==> src/design/olids_pkg.sv <==
// Package for the ordered list block: sizes, request and status codes,
// transfer structs and the control struct broadcast to the storage cells.
// Has no dependencies; every other design file refers to it by scoped names.
package olids_pkg;

    localparam int CAPACITY    = 64;
    localparam int VALUE_WIDTH = 32;
    localparam int POS_W       = 7;
    localparam int IDX_W       = $clog2(CAPACITY);

    localparam logic [1:0] REQ_INS_FRONT = 2'd0;
    localparam logic [1:0] REQ_INS_POS   = 2'd1;
    localparam logic [1:0] REQ_DEL_POS   = 2'd2;
    localparam logic [1:0] REQ_SEARCH    = 2'd3;

    localparam logic [2:0] ST_OK        = 3'd0;
    localparam logic [2:0] ST_BAD_POS   = 3'd1;
    localparam logic [2:0] ST_EMPTY     = 3'd2;
    localparam logic [2:0] ST_NOT_FOUND = 3'd3;
    localparam logic [2:0] ST_FULL      = 3'd4;

    typedef struct packed {
        logic [1:0]                    req_type;
        logic [POS_W-1:0]              position;
        logic signed [VALUE_WIDTH-1:0] value;
    } t_req;

    typedef struct packed {
        logic [2:0]       status;
        logic [POS_W-1:0] found_position;
        logic [POS_W-1:0] entry_count;
    } t_rsp;

    typedef struct packed {
        logic                   ins;
        logic                   del;
        logic [POS_W-1:0]       idx;
        logic [POS_W-1:0]       count;
        logic [VALUE_WIDTH-1:0] value;
    } t_cell_ctrl;

endpackage

==> src/design/olids_first_match.sv <==
// Finds the lowest cell whose registered match flag is set and gives its
// 1-based position. Depends on olids_pkg.
module olids_first_match (
    input  logic [olids_pkg::CAPACITY-1:0] i_match,
    output logic                           o_found,
    output logic [olids_pkg::POS_W-1:0]    o_position
);

    always_comb begin
        o_found    = 1'b0;
        o_position = '0;
        for (int i = olids_pkg::CAPACITY - 1; i >= 0; i--) begin
            if (i_match[i]) begin
                o_found    = 1'b1;
                o_position = olids_pkg::POS_W'(i + 1);
            end
        end
    end

endmodule

==> config.mk <==
export PLATFORM = sky130hd
export DESIGN_NAME = olids_first_match
export DESIGN_NICKNAME = d
export VERILOG_FILES = /design/src/design/olids_pkg.sv /design/src/design/olids_first_match.sv
export SDC_FILE = /design/constraint.sdc
export NUM_CORES = 1
export LEC_CHECK = 0
export ABC_AREA = 1
export BUFFER_PORTS_ARGS = -buffer_cell sky130_fd_sc_hd__buf_2
export CORE_MARGIN = 8
export CORE_UTILIZATION = 28
export DETAILED_ROUTE_END_ITERATION = 6
export PLACE_DENSITY = 0.59
export SLEW_MARGIN = 40
export SYNTH_ARGS = -nofsm -noshare
export SYNTH_HDL_FRONTEND = slang
export SYNTH_SLANG_ARGS = --single-unit
export TNS_END_PERCENT = 30
==> constraint.sdc <==
create_clock -name vclk -period 7.22
set_input_delay 0.722 -clock vclk [all_inputs]
set_output_delay 0.722 -clock vclk [all_outputs]
set_load 0.05 [all_outputs]
Word level (Yosys, flattened, before mapping). Index checks and enable logic that the tools add are counted.

Bits in read-only memories: 0. Memories kept: 0. Output and inout bits: 8. Flip-flop bits (word level): 0. Latch bits: 0. Bits in writable memories: 0. Word-level logic and storage cells: 128. Input port bits: 64.

$lt $le $gt $ge: 0. Div/mod/pow operators: 0. Mux-type cells: 128. Reduce and logical (&&, ||, !) cells: 0. Bitwise gates (word level): 0. Multiply operators: 0. Shifts and indexed selects: 0. Eq/ne operators: 0. Add/subtract/negate cells: 0.

Operator list (count): $mux 7 (64); $mux 1 (64).

Depth between registers and ports, before layout. Gate-level depths: netlist (run 1).

Word-level depth: 64. Gate-level depth with buffers: 63. Depth with buffers taken out: 63.

Least setup slack after synthesis (run 1). OpenSTA, ideal clock, no wires.

Kind: input to output. Start point: in i_match[61] (netlist bit). End point: out o_position[0] (netlist bit). Stages: 63. Arrival time: 3.626 ns. Path buffers: 0. Slack: 2.872 ns. Data required time: 6.498 ns. Cells stage by stage: inv_1 -> nand2_1 -> nand2_1 -> nand2_1 -> nand2_1 -> nand2_1 -> nand2_1 -> nand2_1 -> nand2_1 -> nand2_1 -> nand2_1 -> nand2_1 -> nand2_1 -> nand2_1 -> nand2_1 -> nand2_1 -> nand2_1 -> nand2_1 -> [27 not listed] -> nand2_1 -> nand2_1 -> nand2_1 -> nand2_1 -> nand2_1 -> nand2_1 -> nand2_1 -> nand2_1 -> nand2_1 -> nand2_1 -> nand2_1 -> nand2_1 -> nand2_1 -> nand2_1 -> nand2_1 -> nand2_1 -> nand2_1 -> nand2_1.

Word-level cells in the longest chain between the ends: 62.

RTL lines: from (decl) (line olids_first_match.sv:4) `input logic [olids_pkg::CAPACITY-1:0] i_match,`; $mux 7 (62 in a row) (line olids_first_match.sv:13) `if (i_match[i]) begin`; to (decl) (line olids_first_match.sv:6) `output logic [olids_pkg::POS_W-1:0] o_position`.

No other way between the ends.

Worst setup path in the final report (run 1). Same ends and word-level chain as after synthesis.

==> qor.csv, run 1 <==
metric;value;unit
WP data arrival;3.98;ns
Final setup viols;0;
placed wire-length estimate;2.91;mm
initial antenna violation count;0;
DRC violations left;0;
slew margin rel.;0.729;
area delta synth->final;39.4;%
CP max stage delay;0.25;ns
Worst VDD drop;0.0000141;V
Switching Fraction;0.509;
fin crit share;0.651;
leak pwr;0.00103;µW
Total Nets Final;378;
# IOs;72;
initial core utilization;0.291;
Post-Route WL;3.09;mm
Critical Path Source Type;input pin;
CP Data Required Time;6.50;ns
status;completed;
routed vias;1442;
Syn Area/Cell;4.44;µm²
die area;6040;µm²
wire per inst;8.58;µm
Ant. Diodes;0;
largest net degree at the start of global routing;4;
cts repair resizes;0;
Synth Instances;240;
Distinct cells, synth;18;
total negative slack;0;ns
Fillers;454;
Worst Hold Class;in -> out;
max cap viols;0;
CTS Hold Bufs;0;
Logic pwr share;1.000;
WHS;1.79;ns
highest-delay cell along the critical path;buf_2;
Iter 0 DRT Violations;37;
share of post-route cells with drive strength above 1;0.263;
GRT Util Overall;0.0987;
Die Y;77.7;µm
Synthesis Warnings;0;
final hold viol count;0;
clock share of power;0;
Placeable Area;3660;µm²
Pre-Repair DR Iteration Count;4;
crit path max fanout;2;
number of port buffers;72;
pwr/cell area;43.5;nW/µm²
clk_buf instances;0;
Synthesized Nets;304;
RSZ-0062 raised after global routing;no;
num rows;22;
vias in the first global route;1425;
global-route wire length before repair;5.50;mm
critical path type;in -> out;
Most common cell on crit path;nand2_1;
switching pwr;32.9;µW
Reg area;0;µm²
Post-CTS Setup Repair Bufs;0;
vias per cell;4.01;
DRT antenna net count;0;
final period demand of the worst path;4.70;ns
Seq pwr share;0;
Final Max Slew Viols;0;
Seq/Total Area, Yosys;0;
Tot Pwr;64.7;µW
residual overflow from global routing;0;
Worst Tran Pin Value;0.401;ns
fmax;213;MHz
Cell Area, Synth;1070;µm²
FFs & Latches;0;
CP Capture Type;output pin;
RePlAce Congestion;0.833;
Internal;31.7;µW
die width;77.7;µm
power groups by stage:
stage	Combinational, µW	Clock [µW]	Sequential (µW)
6_report	64.7	0	0
5_1_grt	74.6	0	0
4_1_cts	65.3	0	0
3_5_place_dp	65.0	0	0
3_3_place_gp	64.7	0	0
2_1_floorplan	37.7	0	0
cells by family after synthesis:
kind of cell	count (synthesis)	share of synthesized area
simple gates	152	0.566
compound gates	13	0.0798
buf+inv	75	0.354
cells in the final DEF (no fill, tap or decap), drive strengths merged:
cell,Yosys,final
bufinv,7,7
nor2,39,39
a311oi,1,1
o21ai,3,3
a31oi,1,1
nand2,94,94
nor4,4,4
nand4,2,2
nor3,6,6
nand3,6,6
a221oi,1,1
buf,0,72
o311ai,1,1
a211oi,1,1
o31ai,2,2
inv,68,68
a21oi,3,3
and2,1,1
area by class of cell:
cell class,instances,area [µm²],share of cell area
Inverter,75,378,0.254
Multi-Input combinational cell,165,688,0.463
Tap cell,48,60.1,0.0404
Timing Repair Buffer,72,360,0.242
routing by layer:
layer	vias up	part of all wire	global-route usage
li1	839	-	-
met1	556	0.50	0.129
met2	47	0.42	0.168
met3	0	0.085	0.0242
met4	0	0	0
met5	-	0	0
worst paths after layout:
path,to,cells after the start,start
max,o_position[0],65,i_match[61]
min,o_position[1],3,i_match[0]
critical path, delay by kind of cell:
kind                   cells  cell delay, ns
buffers and inverters      3            0.40
AND/OR/NAND/NOR           62            2.84
cells in the mapped netlist (all sizes together) (2+ instances only):
master / n / share of area
a21oi: 3 / 0.014
bufinv: 7 / 0.12
inv: 68 / 0.24
nand2: 94 / 0.33
nand3: 6 / 0.028
nand4: 2 / 0.012
nor2: 39 / 0.14
nor3: 6 / 0.028
nor4: 4 / 0.023
o21ai: 3 / 0.014
o31ai: 2 / 0.014
metrics by stage:
| step | setup slack, ns | util | instance area (µm²) | std cells |
|---|---|---|---|---|
| after floorplan | 2.87 | - | 1070 | 240 |
| after global placement | 2.48 | 0.406 | 1490 | 360 |
| after detailed placement | 2.47 | 0.406 | 1490 | 360 |
| after CTS | 2.46 | 0.406 | 1490 | 360 |
| after global routing | 1.86 | 0.406 | 1490 | 360 |
| final | 2.52 | 0.406 | 1490 | 360 |
Power figures use the tool's default switching activity.
==> run 2: changes to the inputs <==
clock period = 4.4 ns   (was 7.22 ns; I/O delays follow)
==> run 2 against run 1 <==
- worst setup slack got worse by 2.2 ns
- power increased by 66%
- utilization up 0.17 points
- sequential share of layout area unchanged
- non-clock buffer count unchanged
- first-iteration DRC count decreased by 19%
==> qor.csv, run 2 (same netlist as run 1, synthesis figures left out) <==
metric;value;unit
# IOs;72;
FFs & Latches;0;
Post-CTS Setup Repair Bufs;0;
pwr/cell area;71.7;nW/µm²
global-route wire length before repair;5.43;mm
design area;1490;µm²
final hold viol count;0;
die width;77.7;µm
crit path max fanout;2;
Worst Hold Class;in -> out;
WHS Path Cells;3;
PnR worst setup slack;0.332;ns
clk_buf instances;0;
Iter 0 DRT Violations;30;
final period demand of the worst path;4.07;ns
die area;6040;µm²
wire per inst;8.58;µm
Fillers;444;
Critical Path Source Type;input pin;
Ant. Diodes;0;
Pre-Repair DR Iteration Count;4;
worst setup path startpoint;i_match[61];
Worst Tran Pin Value;0.404;ns
placed wire-length estimate;2.92;mm
area delta synth->final;40.0;%
Setup crit end;o_position[0];
GRT Util Overall;0.0968;
CP max stage delay;0.16;ns
Reg area;0;µm²
fin crit share;0.925;
vias in the first global route;1450;
highest-delay cell along the critical path;buf_6;
DRT antenna net count;0;
Die Y;77.7;µm
initial antenna violation count;0;
Most common cell on crit path;nand2_1;
RePlAce Congestion;0.832;
Placeable Area;3660;µm²
critical path type;in -> out;
num rows;22;
fmax;246;MHz
max cap viols;0;
number of port buffers;72;
CP Data Required Time;3.96;ns
largest net degree at the start of global routing;4;
CP Capture Type;output pin;
residual overflow from global routing;0;
status;completed;
commonest cells after routing, fill and taps aside;nand2_1 (94), buf_2 (71), inv_1 (64);
Worst VDD drop;0.0000237;V
Total Nets Final;378;
dpl ws;0.197;ns
leak pwr;0.00103;µW
routed vias;1450;
RSZ-0062 raised after global routing;yes;
Post-Route WL;3.09;mm
WP data arrival;3.63;ns
slew margin rel.;0.728;
DRC violations left;0;
Final Max Slew Viols;0;
share of post-route cells with drive strength above 1;0.266;
Final setup viols;0;
commonest non-fill, non-tap cell in the layout;nand2_1;
vias per cell;4.03;
initial core utilization;0.291;
DP Area;1490;µm²
==> run 2: cell types whose count changed in the layout (fill, tap and decap cells not counted) <==
cell / before / now
buf_6: 0 / 1
inv_1: 65 / 64
buf_2: 72 / 71
inv_2: 3 / 4
==> run 2: where the power goes <==
group / leakage [µW] / switching (µW) / internal, µW
combinational: 0.00103 / 54.2 / 52.9
clock: 0 / 0 / 0
sequential: 0 / 0 / 0
==> run 2: stage by stage <==
stage	hold WS, ns	power (µW)	TNS (ns)	util	std cells
after floorplan	1.05	61.9	0	-	240
after global placement	1.23	106	0	0.406	360
after detailed placement	1.23	107	0	0.406	360
after CTS	1.23	107	0	0.406	360
after global routing	1.25	124	-0.355	0.408	360
final	1.23	107	0	0.408	360
==> run 2: final cells by class <==
class | count | area (µm²) | area share
timing repair buffer | 72 | 367 | 0.246
tap | 48 | 60.1 | 0.0402
inverter | 75 | 378 | 0.253
multi-input combinational | 165 | 688 | 0.461
==> run 2: per-layer routing <==
metal  up-vias  GRT usage  part of all wire
li1        841          -                 -
met1       566      0.118              0.49
met2        43      0.174              0.43
met3         0     0.0253             0.084
met4         0          0                 0
met5         -          0                 0
==> run 2: worst max-delay path: cells and delay by family <==
kind	cells	cell delay, ns
buffers and inverters	3	0.31
and+or+nand+nor	62	2.88
==> run 2: what timing repair did <==
item / in CTS / in global routing
hold endpoints to repair: 0 / 0
hold buffers: 0 / 0
gates resized for setup: 0 / 4
setup endpoints to repair: 0 / 1
==> run 2: worst min-delay path by stage <==
stage	endpoint	from	slack [ns]
2_1_floorplan	o_position[1]	i_match[0]	1.05
3_5_place_dp	o_position[1]	i_match[0]	1.23
3_3_place_gp	o_position[1]	i_match[0]	1.23
6_report	o_position[1]	i_match[0]	1.23
5_1_grt	o_position[1]	i_match[0]	1.25
4_1_cts	o_position[1]	i_match[0]	1.23
