$ cat src/design/olids_pkg.sv
// Package for the ordered list block: sizes, request and status codes,
// transfer structs and the control struct broadcast to the storage cells.
// Has no dependencies; every other design file refers to it by scoped names.
package olids_pkg;

    localparam int CAPACITY    = 64;
    localparam int VALUE_WIDTH = 32;
    localparam int POS_W       = 7;
    localparam int IDX_W       = $clog2(CAPACITY);

    localparam logic [1:0] REQ_INS_FRONT = 2'd0;
    localparam logic [1:0] REQ_INS_POS   = 2'd1;
    localparam logic [1:0] REQ_DEL_POS   = 2'd2;
    localparam logic [1:0] REQ_SEARCH    = 2'd3;

    localparam logic [2:0] ST_OK        = 3'd0;
    localparam logic [2:0] ST_BAD_POS   = 3'd1;
    localparam logic [2:0] ST_EMPTY     = 3'd2;
    localparam logic [2:0] ST_NOT_FOUND = 3'd3;
    localparam logic [2:0] ST_FULL      = 3'd4;

    typedef struct packed {
        logic [1:0]                    req_type;
        logic [POS_W-1:0]              position;
        logic signed [VALUE_WIDTH-1:0] value;
    } t_req;

    typedef struct packed {
        logic [2:0]       status;
        logic [POS_W-1:0] found_position;
        logic [POS_W-1:0] entry_count;
    } t_rsp;

    typedef struct packed {
        logic                   ins;
        logic                   del;
        logic [POS_W-1:0]       idx;
        logic [POS_W-1:0]       count;
        logic [VALUE_WIDTH-1:0] value;
    } t_cell_ctrl;

endpackage

$ cat src/design/olids_cell.sv
// One storage cell of the list: holds one entry, takes its neighbor's entry
// on a shift and registers whether it matches the searched value.
// Depends on olids_pkg.
module olids_cell (
    input  logic                             i_clk,
    input  olids_pkg::t_cell_ctrl            i_ctrl,
    input  logic [olids_pkg::IDX_W-1:0]      i_index,
    input  logic [olids_pkg::VALUE_WIDTH-1:0] i_prev,
    input  logic [olids_pkg::VALUE_WIDTH-1:0] i_next,
    output logic [olids_pkg::VALUE_WIDTH-1:0] o_entry,
    output logic                             o_match
);

    logic [olids_pkg::VALUE_WIDTH-1:0] r_entry;
    logic [olids_pkg::VALUE_WIDTH-1:0] n_entry;
    logic                              r_match;
    logic [olids_pkg::POS_W-1:0]       w_pos;
    logic                              w_live;

    assign w_pos  = olids_pkg::POS_W'(i_index);
    assign w_live = (w_pos < i_ctrl.count);

    always_comb begin
        n_entry = r_entry;
        if (i_ctrl.ins) begin
            if (w_pos == i_ctrl.idx) begin
                n_entry = i_ctrl.value;
            end else if ((w_pos > i_ctrl.idx) && (w_pos <= i_ctrl.count)) begin
                n_entry = i_prev;
            end
        end else if (i_ctrl.del) begin
            if ((w_pos >= i_ctrl.idx) && ((w_pos + 1'b1) < i_ctrl.count)) begin
                n_entry = i_next;
            end
        end
    end

    always_ff @(posedge i_clk) begin
        r_entry <= n_entry;
        r_match <= w_live && (r_entry == i_ctrl.value);
    end

    assign o_entry = r_entry;
    assign o_match = r_match;

endmodule

$ cat config.mk
export PLATFORM = sky130hd
export DESIGN_NAME = olids_cell
export DESIGN_NICKNAME = d
export VERILOG_FILES = /design/src/design/olids_pkg.sv /design/src/design/olids_cell.sv
export SDC_FILE = /design/constraint.sdc
export NUM_CORES = 1
export LEC_CHECK = 0
export BUFFER_PORTS_ARGS = -buffer_cell sky130_fd_sc_hd__buf_2
export CORE_MARGIN = 5
export CORE_UTILIZATION = 40
export CTS_CLUSTER_SIZE = 16
export DETAILED_ROUTE_END_ITERATION = 7
export GPL_TIMING_DRIVEN = 0
export PLACE_DENSITY = 0.74
export SYNTH_ARGS = -nofsm -noshare
export SYNTH_HDL_FRONTEND = slang
export SYNTH_SLANG_ARGS = --single-unit
$ cat constraint.sdc
create_clock -name i_clk -period 7 [get_ports i_clk]
set_input_delay 1.05 -clock i_clk [delete_from_list [all_inputs] [get_ports i_clk]]
set_output_delay 1.05 -clock i_clk [all_outputs]
set_load 0.05 [all_outputs]
### Yosys cells after proc, flatten, opt, wreduce, memory -nomap -nowiden

Cells that the tools add are included.

| storage, ports and cells | value |
|---|---|
| input port bits | 119 |
| output and inout bits | 33 |
| flip-flop bits (word level) | 33 |
| word-level logic and storage cells | 22 |

| operators by class | value |
|---|---|
| reduce and logical (&&, ||, !) cells | 6 |
| $add $sub $neg | 1 |
| magnitude comparators | 5 |
| equality and inequality tests | 3 |
| mux-type cells | 5 |

Operators by type and width:

| cell | count |
|---|---|
| $mux W32 | 5 |
| $eq A32 B32 Y1 | 1 |
| $add A6 B1 Y7 const B | 1 |
| $eq A6 B7 Y1 | 1 |
| $ge A6 B7 Y1 | 1 |
| $gt A6 B7 Y1 | 1 |
| $le A6 B7 Y1 | 1 |
| $lt A6 B7 Y1 | 1 |
| $lt A7 B7 Y1 | 1 |
| $reduce_bool A2 Y1 | 2 |
| $logic_and A1 B1 Y1 | 3 |
| $ne A3 B1 Y1 const B | 1 |
| $reduce_and A3 Y1 | 1 |

### Logic depth before layout (Yosys ltp)

Gate-level depths: netlist (run 1).

| logic depth | value |
|---|---|
| word-level depth | 6 |
| depth in mapped cells | 8 |

### Least setup slack after synthesis (run 1)

OpenSTA, ideal clock, no wires.

| timing | value |
|---|---|
| path kind | input-to-reg |
| start point | input i_index[0] (netlist bit) |
| end point | register r_entry, in the netlist o_entry[0] (enable) |
| data arrival time | 2.974 ns |
| setup time | 0.387 ns |
| path slack | 3.639 ns |
| buffers on the path | 0 |
| stages on the path | 8 |
| cell sequence | ha_1 -> nand3_1 -> xnor2_1 -> ha_1 -> a21oi_1 -> nor2_1 -> a2111oi_0 -> o211a_1 |

| on the way | value |
|---|---|
| longest elaborated chain between the ends | 5 |
| elaborated cells on any way between the ends | 11 |
| those cells by class | add/sub: 1; order compare: 4; eq/ne: 2; reduce/logical: 4 |

RTL lines:

| item | RTL line | text |
|---|---|---|
| start, declared | olids_cell.sv:7 | `input logic [olids_pkg::IDX_W-1:0] i_index,` |
| $add A6 B1 Y7 | olids_cell.sv:32 | `if ((w_pos >= i_ctrl.idx) && ((w_pos + 1'b1) < i_ctrl.count)) begin` |
| $lt A7 B7 Y1 | olids_cell.sv:32 |  |
| $logic_and A1 B1 Y1 | olids_cell.sv:32 |  |
| $reduce_bool A2 Y1 (no line) | -- |  |
| $reduce_and A3 Y1 (no line) * | -- |  |
| end signal, assigned | olids_cell.sv:39 | `r_entry <= n_entry;` |
| end, declared | olids_cell.sv:14 | `logic [olids_pkg::VALUE_WIDTH-1:0] r_entry;` |

Mark *: on every way between the ends. The rest lies on a longest branch, timed or not.
A chain may end at the register's enable or synchronous reset.

### Final worst setup path (run 1)

| timing | value |
|---|---|
| start point | input i_index[1] (netlist bit) |
| end point | register r_entry, in the netlist o_entry[30] (enable) |

The elaborated chain is that of the path after synthesis.

==> results.md, run 1 <==
- Status: finished, final reports clean
- Pwr dens: ~180 nW/um2
- Worst-Margin Slew: 1.33 ns
- Fillers: 590
- First-pass GRT wire length: between 10 and 15 mm
- Max-slew violations: 0
- CTS tree: built
- Mapped cell area: between 2000 and 3000 um2
- Final net count: 552
- Worst r2r dst: o_match$_DFF_P_
- CTS Hold Bufs: 0
- Total grt overflow: 0
- Pin count of the biggest net entering global routing: 33
- # Post-CTS Setup Buffers: 0
- Clk buf depth: 2
- Synth warnings: 0
- Core Area: between 6000 and 7000 um2
- Endpoint, Worst Hold: o_match$_DFF_P_
- Synth Net Count: 394
- Initial Utilization: roughly two fifths
- Reg clk slew, reported paths: around 0.070 ns
- Yosys cell types: 31
- WL final: between 7 and 8 mm
- Post-synthesis register bit count: 33
- Routed vias/inst: between 4 and 5
- Relative slew slack: between 10% and 20%
- Die width: 90.7 um
- DR pass1 iterations: 4
- Total global-route track usage: a little under a fifth
- Achievable frequency: approximately 0.26 GHz
- WHS Path Cells: 4
- DIE AREA: slightly above 8000 um2
- Fin crit period: around 3.8 ns
- Commonest non-fill, non-tap cells in the layout: 156 x buf_2, 38 x a21oi_1, 35 x nor2_1, 33 x xor2_1
- IO Port Bufs: ~150
- LEAKAGE: 1.68 nW
- # H-tree levels: 2
- RD Place Congestion: 0.837
- Drt initial violations: between 40 and 50
- Std-Cell Rows: 29
- Final hold vios: 0
- Design area: 3560 um2
- Worst-path maximum fanout: 32
- Die height: ~90 um
- Num CTS Buffers: 5
- Antenna viol nets, final: 0
- Via count: between 2k and 2.5k
- Clock Latency Late Sink: approximately 0.29 ns
- Worst flop-to-flop path startpoint: o_entry[22]$_DFFE_PP_
- CP arrival: ~3.7 ns
- Residual DRC: 0
- I/O pin count: 152
- Synthesized instance count: around 260
- Hold Crit Start: o_entry[11]$_DFFE_PP_
- Commonest non-fill, non-tap cell in the layout: buf_2
- Vias in the first global route: between 2k and 3k
- Placed Area: approximately 3500 um2
- Worst Path Class, Setup: input port to flop
- WP data required: 6.89 ns
- Sequential-to-total area share from yosys stat: a little under two fifths
- Post-DP HPWL: between 6 and 7 mm
- Finished Core Util: between 50% and 60%
- Sum Neg Setup Slack: 0 ns
- Final worst path period share: a little over half
- R2r worst-path depth: 4
- Post-CTS sizing: 0
- Non-filler instance count after layout: just under 500
- Clk_skew: approximately 0.010 ns
- Num Clock Sinks: 33
- Max-Cap Viols: 0
- Placed instance count: between 400 and 500
- CTS Root Cell: clkbuf_8
- RSZ-0062 raised after global routing: false
- Area delta synth->final: 36.8%
- Worst min path class: flop to flop
- Final setup viols: 0
- Critical Path Sink Type: flop
- Average cell area after synthesis: between 10 and 15 um2
- Wire length per cell: about 16 um
- N_diodes: 0
- FF-to-FF setup slack: 5.49 ns
- Initial antenna violation count: 0
- Critical path startpoint category: input port
- Layout cell share with drive strength beyond 1: between 40% and 50%
- Peak VDD IR: 0.0947 mV
power breakdown:
group	switching, W	internal [W]
clock	0.0000735	0.000105
sequential	0.0000109	0.000240
combinational	0.000134	0.0000727
total	0.000218	0.000418
synthesized netlist by cell type, drive strengths merged:
master	n	area, um2
and3	2	12.5
a2111oi	1	8.76
dfxtp	1	20.0
o21ai	4	20.0
mux2i	32	320
dlygate4sd1	1	8.76
nand2	1	3.75
nand4b	2	32.5
nand3	5	30.0
xor2	33	289
nor4	9	56.3
inv	14	52.6
ha	20	250
buf	8	85.1
nand2b	2	12.5
o211a	1	10.0
o22ai	1	6.26
clkbuf	1	3.75
nor2b	2	12.5
xnor2	3	26.3
edfxtp	32	961
nand4	3	18.8
a21o	3	23.8
a21oi	38	190
nor2	36	151
per-layer routing:
| metal | vias to the layer above | GRT usage [%] | routed length (um) | share of wire, % |
|---|---|---|---|---|
| li1 | 1232 | - | - | - |
| met1 | 1078 | 23.2 | 3330 | 42 |
| met2 | 104 | 31.7 | 3860 | 49 |
| met3 | 8 | 5.67 | 615 | 7.8 |
| met4 | 0 | 4.96 | 91 | 1.2 |
| met5 | - | 0 | 0 | 0 |
flip-flops by register name, summed over array words and instances, names as in the netlist:
register and flops:
o_entry 32, o_match 1
cell families after synthesis:
logic type	share of synthesized area [%]
compound gates	9.94
xor+xnor	12.1
flops	37.6
mux	12.3
simple gates	12.7
buf+inv	5.76
fa+ha+maj	9.60
cell type report:
cell class,count,area [um2],area share [%]
clock inverters,2,33.8,0.948
multi-input cells,198,1480,41.4
flip-flops and latches,33,981,27.5
plain buffers,10,97.6,2.74
repair buffers,151,756,21.2
inverters,14,52.6,1.47
clock buffers,6,72.6,2.04
well taps,77,96.3,2.70
stage by stage:
step                power (W)  setup slack (ns)  hold WS [ns]
floorplan            0.000387              3.64         0.990
global placement     0.000459              2.81         0.758
detailed placement   0.000463              2.85         0.755
CTS                  0.000646              3.16         0.757
global route         0.000668              2.97         0.818
finish               0.000637              3.20         0.743
critical path: stages:
cell and delay (ns):
buf_2 0.13, ha_1 0.21, nand3_1 0.10, xnor2_1 0.14
ha_1 0.30, a21oi_1 0.14, nor2_1 0.05, a2111oi_0 0.46
o211a_1 1.11
worst max-delay path by stage:
stage,startpoint,endpoint,cells after the start
floorplan,i_index[0],o_entry[0]$_DFFE_PP_,8
global placement,i_index[1],o_entry[16]$_DFFE_PP_,9
detailed placement,i_index[1],o_entry[15]$_DFFE_PP_,9
CTS,i_index[1],o_entry[7]$_DFFE_PP_,9
global route,i_index[1],o_entry[14]$_DFFE_PP_,9
finish,i_index[1],o_entry[30]$_DFFE_PP_,9
Note: power is estimated with default switching activity, not from simulation.
==> run 2, diff against run 1 <==
- ABC_AREA: unset -> 1
- PLACE_DENSITY: 0.74 -> 0.72
- clock period: 7 -> 3.6 ns (I/O delays scaled with it)
==> results.md, run 2 <==
- Post-CTS sizing: 0 (unchanged)
- Final worst path period share: 72.5%
- Design area: 3920 um2 (+10%)
- Pwr dens: 340 nW/um2 (+90%)
- I/O pin count: 152 (unchanged)
- Most frequent cells after synthesis: 73 x nor2_1, 54 x nand2_1, 44 x a21oi_1
- CTS tree: built
- Yosys cell types: 21 (-32%)
- Initial antenna violation count: 0 (unchanged)
- Top-count cell post-synth: nor2_1
- Ys flop type: edfxtp_1
- Via count: 3120 (+29%)
- Reg clk slew, reported paths: 0.07 ns (about the same)
- Total grt overflow: 0 (unchanged)
- Clk buf depth: 2 (unchanged)
- Critical path startpoint category: input port
- Num Clock Sinks: 33 (unchanged)
- N_diodes: 0 (unchanged)
- Antenna viol nets, final: 0 (unchanged)
- Critical Path Sink Type: flop
- Relative slew slack: 50.9% (+39 points)
- Residual DRC: 0 (unchanged)
- Vias in the first global route: 3123 (+19%)
- Commonest non-fill, non-tap cell in the layout: buf_2
- Fraction of registers with async set/reset: 0% (unchanged)
- First-pass GRT wire length: 14.3 mm (+13%)
- RD Place Congestion: 0.864 (+3.2%)
- Worst flop-to-flop path startpoint: o_entry[25]$_DFFE_PP_
- Status: finished, final reports clean
- Worst Path Class, Setup: input port to flop
- Total global-route track usage: 20.1% (+1.3 points)
- Yosys top cell by area: edfxtp_1
- CP arrival: 2.60 ns (-1.09 ns)
- Average cell area after synthesis: 7.64 um2 (-25%)
- Non-filler instance count after layout: 638 (+30%)
- Worst min path class: input port to flop
- Final hold vios: 0 (unchanged)
- Finished Core Util: 54.7% (-1.5 points)
- Layout cell share with drive strength beyond 1: 37.3% (-3.5 points)
- Num CTS Buffers: 5 (unchanged)
- Clk_skew: 0.00784 ns (-0.00218 ns)
- Crit path capture: o_entry[3]$_DFFE_PP_
- Crit path from: i_index[0]
- Final net count: 677 (+23%)
- Post-synthesis register bit count: 33 (unchanged)
- WP data required: 3.59 ns (-3.30 ns)
- Placed Area: 3820 um2 (+10%)
- Synthesized instance count: 380 (+49%)
- CTS Hold Bufs: 0 (unchanged)
- Max-Cap Viols: 0 (unchanged)
- Peak VDD IR: 0.154 mV (+63%)
- Fin crit period: ~2.6 ns
- Area delta synth->final: 35.1%
- Worst r2r dst: o_match$_DFF_P_
- Number of synthesized flops with an enable pin: 32 (unchanged)
- Drt initial violations: 88 (+87%)
- Initial Utilization: 40.5% (-0.57 points)
- Sequential-to-total area share from yosys stat: 33.8% (-3.9 points)
- Routed vias/inst: 4.89 (-0.86%)
- Hold slack: 0.564 ns (-0.179 ns)
- Placed instance count: 630 (+30%)
- # Post-CTS Setup Buffers: 0 (unchanged)
- Worst-path maximum fanout: 19 (-41%)
- CTS Root Cell: clkbuf_8
- Mapped cell area: 2900 um2 (+11%)
- Die width: 95.2 um (+4.9%)
- Synth top area cells: edfxtp_1 33%, nor2_1 9.4%, a21oi_2 8.7%
- Commonest non-fill, non-tap cells in the layout: 156 x buf_2, 73 x nor2_1, 54 x nand2_1, 43 x a21oi_1, 41 x inv_1
- Clock Latency Late Sink: 0.29 ns (about the same)
- Pin count of the biggest net entering global routing: 20 (-39%)
- WL final: 9.31 mm (+18%)
- Max reg flops: 32 (unchanged)
- Max-slew violations: 0 (unchanged)
- Post-DP HPWL: 7.55 mm (+17%)
- FF-to-FF setup slack: 2.45 ns (-3.04 ns)
- # H-tree levels: 2 (unchanged)
- Final setup viols: 0 (unchanged)
- Std-Cell Rows: 31 (+6.9%)
- Die height: 95.2 um (+4.9%)
- Worst-Margin Slew: 0.736 ns (-0.591 ns)
- Achievable frequency: 0.383 GHz
- LEAKAGE: 1.92 nW (+14%)
- DR pass1 iterations: 4 (unchanged)
- Synth Net Count: 519 (+32%)
- Synth top area share: 33.1% (-3.8 points)
- DIE AREA: 9060 um2 (+10%)
- IO Port Bufs: 150 (-0.66%)
- Core Area: 7180 um2 (+13%)
- R2r worst-path depth: 7 (+3)
- RSZ-0062 raised after global routing: false
- Synth warnings: 0 (unchanged)
- Wire length per cell: 14.6 um (-9.3%)
[run 2: critical path, stage by stage]
cell	delay, ns
buf_2	0.12
ha_1	0.22
nand3_1	0.12
xor2_1	0.15
inv_1	0.06
ha_1	0.28
a21oi_1	0.13
nor2_1	0.05
nor2_1	0.09
a21oi_1	0.10
a21oi_4	0.48
buf_16	0.24
[run 2: worst min path at each step]
stage	to	depth (start not counted)	from
6_report	o_entry[6]$_DFFE_PP_	3	i_next[6]
5_1_grt	o_entry[9]$_DFFE_PP_	3	i_next[9]
4_1_cts	o_entry[15]$_DFFE_PP_	3	i_next[15]
3_5_place_dp	o_match$_DFF_P_	7	o_entry[31]$_DFFE_PP_
3_3_place_gp	o_match$_DFF_P_	7	o_entry[31]$_DFFE_PP_
2_1_floorplan	o_entry[10]$_DFFE_PP_	2	i_next[10]
[run 2: layout make-up]
type	count	area, um2
clock inverter	2	33.8
sequential	33	981
fill	717	3250
inverter	41	154
tap	99	124
clock buffer	6	72.6
buffer	16	101
multi-input combinational	290	1680
timing repair buffer	151	778
[run 2: logic make-up after synthesis]
| group | after synthesis | share of synthesized area (%) |
|---|---|---|
| xor+xnor | 23 | 6.94 |
| flops | 33 | 33.8 |
| fa+ha+maj | 20 | 8.62 |
| simple gates | 170 | 24.9 |
| compound gates | 77 | 17.0 |
| buf+inv | 57 | 8.79 |
[run 2: power breakdown]
| group | internal [W] | switching [W] |
|---|---|---|
| Sequential | 0.000472 | 0.0000255 |
| Clock | 0.000205 | 0.000147 |
| Combinational | 0.000160 | 0.000325 |
| Total | 0.000837 | 0.000498 |
[run 2: routing by layer]
metal | wire length, um | share of wire [%] | GRT usage (%) | vias up
li1 | - | - | - | 1581
met1 | 3870 | 42 | 24.6 | 1415
met2 | 4660 | 50 | 35.5 | 109
met3 | 611 | 6.6 | 3.39 | 15
met4 | 164 | 1.8 | 6.49 | 0
met5 | 0 | 0 | 0 | -
[run 2: through the flow]
stage	setup slack (ns)	TNS [ns]	total power [W]
after floorplan	0.684	0	0.000813
after global placement	-0.132	-4.18	0.000978
after detailed placement	0.669	0	0.000993
after CTS	0.973	0	0.00134
after global routing	0.805	0	0.00141
final	0.990	0	0.00133
